$ cat src/rtl/adts_fs_pkg.sv
// Shared types and codes for the ADTS frame synchronizer.
// Used by adts_frame_sync and its port checker; no dependencies.
package adts_fs_pkg;

  // Configuration register indexes
  localparam logic [1:0] REG_RATE_LOW  = 2'd0;
  localparam logic [1:0] REG_RATE_HIGH = 2'd1;
  localparam logic [1:0] REG_CH_REQ    = 2'd2;
  localparam logic [1:0] REG_CH_EN     = 2'd3;

  // Result status codes
  localparam logic [2:0] ST_MID       = 3'd0;
  localparam logic [2:0] ST_OK        = 3'd1;
  localparam logic [2:0] ST_RATE_BAD  = 3'd2;
  localparam logic [2:0] ST_CH_BAD    = 3'd3;
  localparam logic [2:0] ST_BAD_LEN   = 3'd4;
  localparam logic [2:0] ST_SYNC_LOST = 3'd5;

  localparam logic [7:0]  SYNC_BYTE = 8'hff;
  localparam logic [3:0]  SYNC_NIB  = 4'hf;
  localparam logic [12:0] MIN_FRAME = 13'd7;

  typedef struct packed {
    logic [7:0] data;
    logic       first;
    logic       last;
    logic [2:0] status;
    logic       chunk_last;
    logic       run_last;
  } res_t;

endpackage

$ cat src/rtl/adts_frame_sync.sv
// ADTS frame synchronizer top level: sync hunt, header checks, result queue.
// Depends on adts_fs_pkg.
//
// Usage: payload bytes enter on the s_axis channel (tdata = byte, tlast = last
// byte of a transport chunk). Delimited frame bytes leave on m_axis with
// tdata = byte, tlast = last byte of a frame or of an aborted frame, and
// tuser = frame_first, status, chunk_last_out, run_last. A byte yields zero,
// one or two result words; two only for the second sync byte, which also
// releases the held 0xFF.
// A result word is registered into the result queue when its byte is accepted.
// Throughput: one input byte per cycle while each byte gives at most one
// word and m_axis_tready stays high; the output side moves one word per cycle.
// The three-entry result queue holds the extra word of a two-word byte.
// Stall: when m_axis_tready is low, words wait in the queue and s_axis_tready
// drops once the queue cannot take two more words.
// Reset: the queue empties, hunting restarts and the configuration returns
// to rate window 3..5, required channel configuration 0, channel check on.
// Configuration is written through cfg_we_i / cfg_addr_i / cfg_wdata_i.
module adts_frame_sync (
  input  logic       clk_i,
  input  logic       rst_ni,
  input  logic       cfg_we_i,
  input  logic [1:0] cfg_addr_i,
  input  logic [3:0] cfg_wdata_i,
  input  logic       s_axis_tvalid,
  output logic       s_axis_tready,
  input  logic [7:0] s_axis_tdata,   // [7:0] data_byte
  input  logic       s_axis_tlast,   // chunk_last
  output logic       m_axis_tvalid,
  input  logic       m_axis_tready,
  output logic [7:0] m_axis_tdata,   // [7:0] out_byte
  output logic       m_axis_tlast,   // frame_last
  output logic [5:0] m_axis_tuser    // [0] frame_first, [3:1] status,
                                     // [4] chunk_last_out, [5] run_last
);
  import adts_fs_pkg::*;

  localparam logic [2:0] PH_HUNT    = 3'd0;
  localparam logic [2:0] PH_HUNT_FF = 3'd1;
  localparam logic [2:0] PH_FRAME   = 3'd2;
  localparam logic [2:0] PH_EXPECT  = 3'd3;
  localparam logic [2:0] PH_SYNC_FF = 3'd4;

  logic [3:0] rate_lo_q, rate_hi_q;
  logic [2:0] ch_req_q;
  logic       ch_en_q;

  logic [2:0]  phase_q, phase_d;
  logic [12:0] idx_q, idx_d;
  logic [12:0] len_q, len_d;
  logic [7:0]  hdr_q, hdr_d;
  logic [1:0]  flags_q, flags_d;

  logic [1:0] cnt_q, cnt_d;
  res_t       q_q [3];
  res_t       q_d [3];

  logic       pop, acc;
  logic [1:0] base;
  logic [1:0] nres;
  res_t       r0, r1;

  logic [7:0]  b;
  logic        nib;
  logic [3:0]  sf;
  logic [2:0]  ch;
  logic [12:0] len_new;
  logic [13:0] idx_inc;
  logic        last;
  logic [2:0]  st;

  // Configuration registers
  always_ff @(posedge clk_i or negedge rst_ni) begin
    if (!rst_ni) begin
      rate_lo_q <= 4'd3;
      rate_hi_q <= 4'd5;
      ch_req_q  <= 3'd0;
      ch_en_q   <= 1'b1;
    end else if (cfg_we_i) begin
      case (cfg_addr_i)
        REG_RATE_LOW:  rate_lo_q <= cfg_wdata_i;
        REG_RATE_HIGH: rate_hi_q <= cfg_wdata_i;
        REG_CH_REQ:    ch_req_q  <= cfg_wdata_i[2:0];
        REG_CH_EN:     ch_en_q   <= cfg_wdata_i[0];
        default: ;
      endcase
    end
  end

  assign pop           = m_axis_tvalid && m_axis_tready;
  assign base          = cnt_q - {1'b0, pop};
  assign s_axis_tready = (base <= 2'd1);
  assign acc           = s_axis_tvalid && s_axis_tready;

  assign b       = s_axis_tdata;
  assign nib     = (b[7:4] == SYNC_NIB);
  assign sf      = b[5:2];
  assign ch      = {hdr_q[0], b[7:6]};
  assign len_new = len_q | {10'd0, b[7:5]};
  assign idx_inc = {1'b0, idx_q} + 14'd1;

  always_comb begin
    phase_d = phase_q;
    idx_d   = idx_q;
    len_d   = len_q;
    hdr_d   = hdr_q;
    flags_d = flags_q;
    nres    = 2'd0;
    last    = 1'b0;
    st      = ST_MID;
    r0      = '{data: b, first: 1'b0, last: 1'b0, status: ST_MID,
                chunk_last: 1'b0, run_last: 1'b0};
    r1      = r0;

    case (phase_q)
      PH_HUNT_FF, PH_SYNC_FF: begin
        if (nib) begin
          // Release the held 0xFF ahead of this byte
          r0.data  = SYNC_BYTE;
          r0.first = 1'b1;
          nres     = 2'd2;
          phase_d  = PH_FRAME;
          idx_d    = 13'd2;
          len_d    = '0;
          hdr_d    = '0;
          flags_d  = '0;
        end else if (phase_q == PH_SYNC_FF) begin
          r0.status = ST_SYNC_LOST;
          nres      = 2'd1;
          phase_d   = PH_HUNT;
        end else begin
          phase_d = PH_HUNT;
        end
      end
      PH_FRAME: begin
        case (idx_q)
          13'd2: begin
            hdr_d = b;
            if (sf < rate_lo_q || sf > rate_hi_q) flags_d[0] = 1'b1;
          end
          13'd3: begin
            if (ch_en_q && ch != ch_req_q) flags_d[1] = 1'b1;
            len_d = {b[1:0], 11'd0};
          end
          13'd4: len_d = len_q | {2'd0, b, 3'd0};
          13'd5: len_d = len_new;
          default: ;
        endcase
        if (idx_q == 13'd5 && len_new < MIN_FRAME) begin
          last    = 1'b1;
          st      = ST_BAD_LEN;
          phase_d = PH_HUNT;
        end else if (idx_q >= 13'd6 && idx_inc == {1'b0, len_q}) begin
          last    = 1'b1;
          st      = flags_q[0] ? ST_RATE_BAD : (flags_q[1] ? ST_CH_BAD : ST_OK);
          phase_d = PH_EXPECT;
        end
        r0.last   = last;
        r0.status = st;
        nres      = 2'd1;
        idx_d     = idx_inc[12:0];
      end
      PH_EXPECT: begin
        if (b == SYNC_BYTE) begin
          phase_d = PH_SYNC_FF;
        end else begin
          r0.status = ST_SYNC_LOST;
          nres      = 2'd1;
          phase_d   = PH_HUNT;
        end
      end
      default: phase_d = (b == SYNC_BYTE) ? PH_HUNT_FF : PH_HUNT;
    endcase

    // Mark the final word of this byte
    if (nres == 2'd2) begin
      r1.run_last   = 1'b1;
      r1.chunk_last = s_axis_tlast;
    end else begin
      r0.run_last   = 1'b1;
      r0.chunk_last = s_axis_tlast;
    end
  end

  always_ff @(posedge clk_i or negedge rst_ni) begin
    if (!rst_ni) begin
      phase_q <= PH_HUNT;
      idx_q   <= '0;
      len_q   <= '0;
      hdr_q   <= '0;
      flags_q <= '0;
    end else if (acc) begin
      phase_q <= phase_d;
      idx_q   <= idx_d;
      len_q   <= len_d;
      hdr_q   <= hdr_d;
      flags_q <= flags_d;
    end
  end

  // Result queue: advance on pop, append new words behind what stays
  always_comb begin
    q_d = q_q;
    if (pop) begin
      q_d[0] = q_q[1];
      q_d[1] = q_q[2];
    end
    if (acc && nres != 2'd0) q_d[base] = r0;
    if (acc && nres == 2'd2) q_d[base + 2'd1] = r1;
    cnt_d = base + (acc ? nres : 2'd0);
  end

  always_ff @(posedge clk_i or negedge rst_ni) begin
    if (!rst_ni) begin
      cnt_q <= '0;
    end else begin
      cnt_q <= cnt_d;
    end
  end

  always_ff @(posedge clk_i) begin
    q_q <= q_d;
  end

  assign m_axis_tvalid = (cnt_q != 2'd0);
  assign m_axis_tdata  = q_q[0].data;
  assign m_axis_tlast  = q_q[0].last;
  assign m_axis_tuser  = {q_q[0].run_last, q_q[0].chunk_last, q_q[0].status, q_q[0].first};

endmodule

$ cat config.mk
export PLATFORM = sky130hd
export DESIGN_NAME = adts_frame_sync
export DESIGN_NICKNAME = d
export VERILOG_FILES = /design/src/rtl/adts_fs_pkg.sv /design/src/rtl/adts_frame_sync.sv
export SDC_FILE = /design/constraint.sdc
export NUM_CORES = 1
export LEC_CHECK = 0
export ABC_AREA = 1
export BUFFER_PORTS_ARGS = -buffer_cell sky130_fd_sc_hd__buf_2
export CAP_MARGIN = 20
export CORE_AREA = 2 2 114 116
export DETAILED_ROUTE_END_ITERATION = 12
export DIE_AREA = 0 0 116 118
export GPL_TIMING_DRIVEN = 1
export PLACE_DENSITY = 0.53
export SYNTH_ARGS = -nofsm -noshare
export SYNTH_HDL_FRONTEND = slang
export SYNTH_SLANG_ARGS = --single-unit
export TNS_END_PERCENT = 100
$ cat constraint.sdc
create_clock -name clk_i -period 2.9 [get_ports clk_i]
set_input_delay 0.435 -clock clk_i [delete_from_list [all_inputs] [get_ports clk_i]]
set_output_delay 0.435 -clock clk_i [all_outputs]
set_load 0.01 [all_outputs]
-- Yosys cells after proc, flatten, opt, wreduce, memory -nomap -nowiden
Index checks and enable logic that the tools add are counted.
- register bits: 91
- input bits: 20
- output and inout bits: 17
- word-level logic and storage cells: 143
- $add $sub $neg: 4
- order comparisons: 9
- equality and inequality tests: 23
- mux-type cells: 49
- bitwise logic cells: 4
- reductions and logical operators: 25
- operator list (cell ; count):
    45-bit bitwise mux ; 2
    45-bit 2-to-1 mux ; 2
    15-bit demux with 2-bit select ; 2
    13-bit case mux with 2 select lines ; 2
    13-bit case mux with 3 select lines ; 1
    15-bit 2-to-1 mux ; 2
    30-bit 2-to-1 mux ; 1
    13-bit by 2-bit equality test with 1-bit output (second input constant) ; 2
    13-bit by 3-bit equality test with 1-bit output (second input constant) ; 2
    13-bit 2-to-1 mux ; 2
    3-bit 2-to-1 mux ; 7
    2-bit 2-to-1 mux ; 9
    9-bit 2-to-1 mux ; 2
    3-bit case mux with 3 select lines ; 2
    13-bit by 1-bit adder with 14-bit output (second input constant) ; 1
    14-bit by 13-bit equality test with 1-bit output ; 1
    13-bit by 3-bit >= comparator with 1-bit output (second input constant) ; 1
    13-bit by 3-bit < comparator with 1-bit output (second input constant) ; 1
    13-bit by 11-bit bitwise OR with 13-bit output ; 1
    13-bit by 3-bit bitwise OR with 13-bit output ; 1
    1-bit 2-to-1 mux ; 12
    2-bit AND reduction ; 5
    5-bit AND reduction ; 2
    1-bit logical AND ; 9
    30 further kinds ; 42

-- Logic depth before layout (Yosys ltp)
Gate-level depths: netlist of run 1.
- depth in word-level cells: 12
- gate-level depth with buffers: 16
- depth with buffers taken out: 16

-- Worst setup path before layout of run 1
No wires, ideal clock.
- path kind: register -> register
- start point: register cnt_q[1]
- end point: register len_q[12]
- library setup time: 0.066 ns
- data arrival time: 2.624 ns
- data required time: 2.834 ns
- slack: 0.210 ns
- stages on the path, launching flop included: 16
- buffers on the path: 2
- period minus slack after synthesis: 2.690 ns
- cells stage by stage: dfrtp_1 -> or2_2 -> nand2_1 -> inv_1 -> clkbuf_1 -> ha_1 -> xnor2_2 -> nand2_2 -> nor2_4 -> nor2_4 -> nor2_8 -> o21ai_4 -> nor2_4 -> buf_6 -> nand4_1 -> nand2_1
- longest elaborated chain between the ends: 6
- ends and longest elaborated chain (element ; RTL line ; source):
    start: declaration ; adts_frame_sync.sv:54 ; logic [1:0] cnt_q, cnt_d;
    start signal: assignment ; adts_frame_sync.sv:217 ; cnt_q <= cnt_d;
    2-bit nonzero test ; adts_frame_sync.sv:225 ; assign m_axis_tvalid = (cnt_q != 2'd0);
    via m_axis_tvalid ; adts_frame_sync.sv:29 ; output logic m_axis_tvalid,
    1-bit logical AND ; adts_frame_sync.sv:90 ; assign pop = m_axis_tvalid && m_axis_tready;
    2-bit by 1-bit subtractor with 2-bit output ; adts_frame_sync.sv:91 ; assign base = cnt_q - {1'b0, pop};
    2-bit by 1-bit <= comparator with 1-bit output ; adts_frame_sync.sv:92 ; assign s_axis_tready = (base <= 2'd1);
    via s_axis_tready ; adts_frame_sync.sv:26 ; output logic s_axis_tready,
    1-bit logical AND ; adts_frame_sync.sv:93 ; assign acc = s_axis_tvalid && s_axis_tready;
    4-bit AND reduction (no source line) ; n/a ;
    end signal: assignment ; adts_frame_sync.sv:195 ; len_q <= len_d;
    end: declaration ; adts_frame_sync.sv:50 ; logic [12:0] len_q, len_d;
The timed path passes the listed nets, and every way through them passes these cells.
A chain may end at the register's enable or synchronous reset.

-- Worst setup path after layout of run 1
- start point: register cnt_q[1]
- end point: register len_q[11]
- longest elaborated chain between the ends: 6
- ends and longest elaborated chain (element ; RTL line):
    2-bit nonzero test ; adts_frame_sync.sv:225
    1-bit logical AND ; adts_frame_sync.sv:90
    2-bit by 1-bit subtractor with 2-bit output * ; adts_frame_sync.sv:91
    2-bit by 1-bit <= comparator with 1-bit output * ; adts_frame_sync.sv:92
    1-bit logical AND * ; adts_frame_sync.sv:93
    4-bit AND reduction (no source line) * ; n/a
Every way passes the cells marked *; elsewhere a longest branch is shown, timed or not.

==> impl_metrics.json, run 1 <==
{
  "timing.critical_path.to_type": "flop",
  "tightestPinTransition_ns": 0.592,
  "power-per-cell-area_nw_per_um2": 829,
  "drt-vias-per-instance": 4.95,
  "start_util_pct": 39.5,
  "die-area_um2": 13700,
  "cts.root.buffer_cell": "sky130_fd_sc_hd__clkbuf_16",
  "clock_insertion_delay_at_the_later_pin_of_the_skew_report_ns": 0.35,
  "synthesis.yosys.warnings": 0,
  "detail-route-antenna-nets": 0,
  "max_cap_viol_count": 0,
  "rows": 41,
  "synth_edf_count": 0,
  "worstPathMaxFanout": 12,
  "num_antenna_cells": 0,
  "clock_sink_count": 91,
  "synth.net_count": 693,
  "setup_viol": 0,
  "tritoncts": "yes",
  "cts_buffers": 9,
  "ys_dominant_reg_cell": "sky130_fd_sc_hd__dfxtp_1",
  "h-tree-depth": 3,
  "post_cts_resize_count": 0,
  "startpoint_type": "flop",
  "outcome": "completed",
  "ir_worst_vdd_v": 0.000486,
  "finalHoldViolations": 0,
  "static-leakage-power_nw": 2.68,
  "crit_arrival_ns": 2.97,
  "ios": 37,
  "post_cts_hold_buffer_count": 0,
  "yosysUniqueCellTypes": 43,
  "report.power.total_mw": 4.51,
  "floorplan.core_area_um2": 12400,
  "dr_pass1_iterations": 5,
  "areaGrowthSynthToFinish_pct": 10.9,
  "hold_crit_path_type": "primary input to async pin",
  "fin_crit_ns": 2.69,
  "antenna_found_initial": 0,
  "synthesized_instance_count": 660,
  "skew_ns": 0.00906,
  "layout-drive-gt1-share_pct": 14.2,
  "drt_iter0_drc": 369,
  "critical_path_class": "flop to flop",
  "detail_route.wirelength_mm": 12.3,
  "postCtsSetupBuffers": 0,
  "rsz0062_at_grt": "no",
  "final_setup_tns_ns": 0,
  "fin_max_slew_vios": 0,
  "placement.io_buffers": 36,
  "detailroute.via_count": 4271,
  "cts_max_path_buffers": 2,
  "detailedPlacementHpwl_mm": 8.90,
  "clk_pin_slew_worst_paths_ns": 0.07,
  "maximum_clock_frequency_ghz": 0.372,
  "grt_pass1_vias": 4070,
  "die_y_um": 118,
  "netlist_area_um2": 4900,
  "drt_drc_violations_left": 0,
  "worst_case_headroom_to_the_max_slew_limit_pct": 60.5,
  "avgRoutedWirePerCell_um": 14.3,
  "syn-mean-instance-area_um2": 7.43,
  "gp_congestion": 0.825,
  "die_extent_in_x_um": 116,
  "yosysSeqAreaShare_pct": 42.0,
  "number_of_nets_in_the_layout": 719,
  "cp.required_ns": 3.18,
  "ys_async_sr_fraction_pct": 50.5,
  "timing.final.crit_share_pct": 92.8,
  "gr-total-overflow": 0,
  "grt_first_pass_wirelength_mm": 20.5,
  "grt_max_degree": 47,
  "count_of_state_elements_after_synthesis": 91,
  "track_usage_pct": 19.2
}
## area by class of cell
cell class                 count  area, um^2
tap                          172         215
clock inverter                 5        30.0
multi-input combinational    451        2330
inverter                      90         338
fill                        1303        6980
timing repair buffer          43         233
sequential                    91        2060
clock buffer                  11         233
## registers in the layout, summed over array words and instances, names as in the netlist
register and cells:
len_q 13, m_axis_tuser 6, rate_hi_q 4, ch_en_q 1
phase_q 3, cnt_q 2, rate_lo_q 4, flags_q 2
m_axis_tdata 8, hdr_q 1, q_q 30, m_axis_tlast 1
ch_req_q 3, idx_q 13
## synth_stat cells (8+ instances only)
cell / count / share of area (%)
sky130_fd_sc_hd__ha_1: 13 / 3.3
sky130_fd_sc_hd__nand3_1: 45 / 4.6
sky130_fd_sc_hd__dfrtp_1: 41 / 21
sky130_fd_sc_hd__nand2_1: 171 / 13
sky130_fd_sc_hd__a31oi_1: 11 / 1.4
sky130_fd_sc_hd__dfxtp_1: 45 / 18
sky130_fd_sc_hd__o21ai_0: 59 / 6.0
sky130_fd_sc_hd__nand4_1: 12 / 1.5
sky130_fd_sc_hd__buf_4: 14 / 2.1
sky130_fd_sc_hd__nor3_1: 9 / 0.92
sky130_fd_sc_hd__nor2_4: 8 / 1.8
sky130_fd_sc_hd__a21oi_1: 21 / 2.1
sky130_fd_sc_hd__o22ai_1: 9 / 1.1
sky130_fd_sc_hd__nor2_1: 49 / 3.8
sky130_fd_sc_hd__inv_1: 80 / 6.1
## worst max-delay path, stage by stage (launching register included)
cell                      delay [ns]
sky130_fd_sc_hd__dfrtp_1        0.40
sky130_fd_sc_hd__or2_2          0.30
sky130_fd_sc_hd__nand2_1        0.08
sky130_fd_sc_hd__inv_1          0.05
sky130_fd_sc_hd__ha_1           0.20
sky130_fd_sc_hd__xnor2_2        0.21
sky130_fd_sc_hd__nand2_2        0.17
sky130_fd_sc_hd__nor2_4         0.26
sky130_fd_sc_hd__nor2_4         0.13
sky130_fd_sc_hd__nor2_8         0.19
sky130_fd_sc_hd__o21ai_4        0.11
sky130_fd_sc_hd__nor2_4         0.26
sky130_fd_sc_hd__nand3_1        0.13
sky130_fd_sc_hd__o21ai_0        0.09
## path summary, 6_finish.rpt
path                               start         end  slack [ns]  cells past startpoint
min in group clk_i         cfg_addr_i[1]     ch_en_q        0.35                      3
min                               rst_ni   idx_q[11]        0.17                      2
max in group asynchronous         rst_ni  phase_q[2]        2.32                      2
max                             cnt_q[1]   len_q[11]        0.21                     13
max reg2reg                     cnt_q[1]   len_q[11]        0.21                     13
min reg2reg                      q_q[12]     q_q[12]        0.43                      2
## cell usage in the layout (no fill, tap or decap), drive strengths merged, types with 2 or more instances in the layout
cell type and instances:
a211oi 2, a21oi 22, a31oi 11, buf 43, clkbuf 11, clkinv 5
dfrtp 41, dfstp 5, dfxtp 45, ha 13, inv 89, nand2 174
nand3 47, nand4 13, nor2 64, nor3 9, nor4 2, o21ai 63
o22ai 9, o31ai 2, or2 3, xnor2 4, xor2 6
## per-stage QoR
step	hold slack (ns)	util, %	std cells	area [um^2]	setup slack, ns
5_1_grt	0.229	43.8	863	5440	0.0106
3_5_place_dp	0.416	41.7	847	5170	0.243
3_3_place_gp	0.415	41.7	847	5170	0.354
4_1_cts	0.197	43.8	863	5430	0.234
6_report	0.173	43.8	863	5440	0.210
2_1_floorplan	0.139	-	660	4900	0.210
## power by group
part / switching, mW / internal [mW]
Sequential: 0.255 / 1.61
Combinational: 0.967 / 0.589
Clock: 0.508 / 0.580
Total: 1.73 / 2.77
## per-layer routing
metal  vias to the layer above  track usage (%)  share of wire (%)
li1                       2185                -                  -
met1                      1959             27.6                 49
met2                       110             28.7                 44
met3                        17             3.19                4.8
met4                         0             7.66                2.1
met5                         -                0                  0
## logic make-up after synthesis
family | share of synthesized area, %
adders and majority gates | 3.32
AOI/OAI and AO/OA | 12.8
DFF | 42.0
and+or+nand+nor | 28.7
xor gates and xnor gates | 2.40
muxes | 0.230
buffers and inverters | 10.5
Note: power is estimated with default switching activity, not from simulation.
==> run 2: changes to the inputs <==
--- a/config.mk
+++ b/config.mk
@@ -5,14 +5,16 @@
 export SDC_FILE = /design/constraint.sdc
 export NUM_CORES = 1
 export LEC_CHECK = 0
-export ABC_AREA = 1
+export ABC_AREA = 0
 export BUFFER_PORTS_ARGS = -buffer_cell sky130_fd_sc_hd__buf_2
 export CAP_MARGIN = 20
-export CORE_AREA = 2 2 114 116
+export CELL_PAD_IN_SITES_DETAIL_PLACEMENT = 1
+export CELL_PAD_IN_SITES_GLOBAL_PLACEMENT = 2
+export CORE_AREA = 2 2 116 118
 export DETAILED_ROUTE_END_ITERATION = 12
-export DIE_AREA = 0 0 116 118
+export DIE_AREA = 0 0 118 120
 export GPL_TIMING_DRIVEN = 1
-export PLACE_DENSITY = 0.53
+export PLACE_DENSITY = 0.76
 export SYNTH_ARGS = -nofsm -noshare
 export SYNTH_HDL_FRONTEND = slang
 export SYNTH_SLANG_ARGS = --single-unit
==> run 2 against run 1 <==
Compared with the run above:
- cell area is 1.3% higher
- sequential power is 2% lower
- sequential share of layout area is 0.50 points lower
- routed wire length is 5.2% higher
- non-clock buffer count is 11 higher
- largest power group is now combinational logic
- combinational power is 18% higher
- clock skew hardly changed
- critical endpoint is now q_q[27]
==> impl_metrics.json, run 2 <==
{
  "clk_pin_slew_worst_paths_ns": 0.07,
  "placement.io_buffers": 36,
  "netlist_area_um2": 4830,
  "post-route-util_pct": 42.4,
  "crit_arrival_ns": 2.93,
  "clock_insertion_delay_at_the_later_pin_of_the_skew_report_ns": 0.36,
  "final_common_cell": "sky130_fd_sc_hd__nand2_1",
  "critical_path_class": "flop to flop",
  "count_of_state_elements_after_synthesis": 91,
  "post_cts_hold_buffer_count": 0,
  "skew_ns": 0.00893,
  "ys_dominant_reg_cell": "sky130_fd_sc_hd__dfxtp_1",
  "outcome": "completed",
  "detailedPlacementHpwl_mm": 9.60,
  "synth.cells.most_frequent": "sky130_fd_sc_hd__nand2_1, sky130_fd_sc_hd__dfxtp_1, sky130_fd_sc_hd__dfrtp_1",
  "track_usage_pct": 19.5,
  "grt_first_pass_wirelength_mm": 21.6,
  "avgRoutedWirePerCell_um": 17.8,
  "synthesis.yosys.warnings": 0,
  "static-leakage-power_nw": 2.48,
  "most_numerous_cell_in_the_yosys_netlist": "sky130_fd_sc_hd__nand2_1",
  "yosysUniqueCellTypes": 62,
  "synth.net_count": 558,
  "synth-xor-area-share_pct": 4.51,
  "syn-mean-instance-area_um2": 9.20,
  "largest_register_ff_count": 30,
  "setup_viol": 0,
  "power-per-cell-area_nw_per_um2": 909,
  "cts.root.buffer_cell": "sky130_fd_sc_hd__clkbuf_16",
  "number_of_nets_in_the_layout": 582,
  "detail-route-antenna-nets": 0,
  "commonest_cells_after_routing_fill_and_taps_aside": "sky130_fd_sc_hd__nand2_1, sky130_fd_sc_hd__dfxtp_1, sky130_fd_sc_hd__dfrtp_1",
  "floorplan.core_area_um2": 13000,
  "rows": 42,
  "layout-drive-gt1-share_pct": 20.9,
  "synth_area_in_compound_gates_pct": 16.5,
  "ys_async_sr_fraction_pct": 50.5,
  "timing.critical_path.to_type": "flop",
  "detailroute.via_count": 3878,
  "drt_iter0_drc": 91,
  "gp_congestion": 0.849,
  "areaGrowthSynthToFinish_pct": 14.0,
  "ios": 37,
  "synth_top_family_by_area": "simple AND/OR/NAND/NOR gates",
  "timing.final.crit_share_pct": 92.8,
  "tightestPinTransition_ns": 0.743,
  "worstPathMaxFanout": 9,
  "drt_drc_violations_left": 0,
  "reg_top3": "q_q x30, idx_q x13, len_q x13",
  "ir_worst_vdd_v": 0.000393,
  "fin_max_slew_vios": 0,
  "cts_max_path_buffers": 2,
  "max_cap_viol_count": 0,
  "worst_case_headroom_to_the_max_slew_limit_pct": 50.5,
  "maximum_clock_frequency_ghz": 0.371,
  "synthesized_instance_count": 525,
  "tritoncts": "yes",
  "synth.area.mux_share_pct": 6.60,
  "num_antenna_cells": 0,
  "die_y_um": 120,
  "rsz0062_at_grt": "no",
  "drt-vias-per-instance": 5.31,
  "cp.required_ns": 3.14,
  "h-tree-depth": 3,
  "netlist_top_cells_area": "sky130_fd_sc_hd__dfrtp_1, sky130_fd_sc_hd__dfxtp_1, sky130_fd_sc_hd__nand2_1, sky130_fd_sc_hd__mux2_2, sky130_fd_sc_hd__o21ai_0",
  "cts_buffers": 9,
  "slack_of_the_worst_reg_to_reg_path_ns": 0.21,
  "synth_fa_ha_area_share_pct": 3.37,
  "hold_crit_path_type": "primary input to async pin",
  "synth_edf_count": 0,
  "clock_sink_count": 91,
  "max_flop_register": "q_q",
  "start_util_pct": 37.2,
  "final_setup_tns_ns": 0,
  "gr-total-overflow": 0,
  "synth.top_cell.area_share_pct": 21.2,
  "grt_max_degree": 30,
  "dr_pass1_iterations": 4,
  "detail_route.wirelength_mm": 13.0,
  "fin_crit_ns": 2.69,
  "die_extent_in_x_um": 118,
  "grt_pass1_vias": 4032,
  "yosysSeqAreaShare_pct": 42.6,
  "finalHoldViolations": 0,
  "die-area_um2": 14200,
  "synth-simple-area-share_pct": 20.1,
  "antenna_found_initial": 0,
  "startpoint_type": "flop",
  "synth_top_area_cell": "sky130_fd_sc_hd__dfrtp_1"
}
[run 2: changes by cell type after synthesis, moves of 15 or more]
cell                      change
sky130_fd_sc_hd__inv_1       -60
sky130_fd_sc_hd__o21ai_0     -26
sky130_fd_sc_hd__mux2i_1     +15
sky130_fd_sc_hd__nand3_1     -36
sky130_fd_sc_hd__nand2_1     -88
sky130_fd_sc_hd__nor2_1      -24
[run 2: layer usage]
metal | vias up | global-route usage [%] | share of wire (%)
met5 | - | 0 | 0
met4 | 0 | 6.85 | 1.9
met3 | 19 | 3.47 | 2.9
met2 | 51 | 31.8 | 47
met1 | 1908 | 26.1 | 48
li1 | 1900 | - | -
[run 2: power breakdown]
group | total, mW | internal, mW | switching [mW]
clock | 1.35 | 0.790 | 0.555
sequential | 1.82 | 1.55 | 0.272
combinational | 1.84 | 0.756 | 1.09
[run 2: final timing paths]
| kind | start | end | cells after the start |
|---|---|---|---|
| setup / recovery | cnt_q[1] | q_q[27] | 11 |
| setup reg to reg | cnt_q[1] | q_q[27] | 11 |
| hold / removal | rst_ni | idx_q[6] | 1 |
| hold reg to reg | q_q[12] | q_q[12] | 1 |
| max in group asynchronous | rst_ni | rate_lo_q[1] | 2 |
| min in group clk_i | cfg_wdata_i[3] | rate_lo_q[3] | 3 |
[run 2: metrics by stage]
step / cell area [um^2] / power [mW] / hold WS, ns / setup slack (ns) / cells
global route: 5510 / 5.36 / 0.113 / 0.0598 / 730
CTS: 5490 / 5.05 / 0.102 / 0.154 / 728
global placement: 5140 / 3.62 / 0.428 / 0.263 / 712
finish: 5510 / 5.01 / 0.0806 / 0.208 / 730
floorplan: 4850 / 3.17 / 0.139 / 0.0174 / 525
detailed placement: 5140 / 3.68 / 0.440 / 0.195 / 712
[run 2: worst max-delay path, stage by stage (launching register included)]
cell and delay [ns]:
sky130_fd_sc_hd__dfrtp_1 0.40, sky130_fd_sc_hd__or2_2 0.29, sky130_fd_sc_hd__nand2_1 0.09, sky130_fd_sc_hd__inv_1 0.06, sky130_fd_sc_hd__ha_1 0.21, sky130_fd_sc_hd__xnor2_2 0.20
sky130_fd_sc_hd__buf_4 0.16, sky130_fd_sc_hd__and2_1 0.25, sky130_fd_sc_hd__and3_1 0.40, sky130_fd_sc_hd__a21o_1 0.22, sky130_fd_sc_hd__buf_4 0.19, sky130_fd_sc_hd__o21ai_0 0.11
[run 2: cell families (layout without fill, tap and decap cells)]
kind of cell,count (synthesis),count (layout)
adders and majority gates,13,13
DFF,91,91
and+or+nand+nor,185,185
AOI/OAI and AO/OA,121,121
xor gates and xnor gates,24,24
muxes,30,30
buffers and inverters,61,90
[run 2: final cells by class]
class | instances | area, um^2
fillers | 1508 | 7470
multi-input cells | 373 | 2490
flip-flops and latches | 91 | 2060
repair buffers | 54 | 315
clock buffers | 11 | 275
well taps | 176 | 220
inverters | 20 | 75.1
clock inverters | 5 | 70.1
[run 2: what timing repair did]
action / CTS / global route
gates resized for setup: 0 / 2
setup endpoints to repair: 0 / 3
buffers inserted: 0 / 1
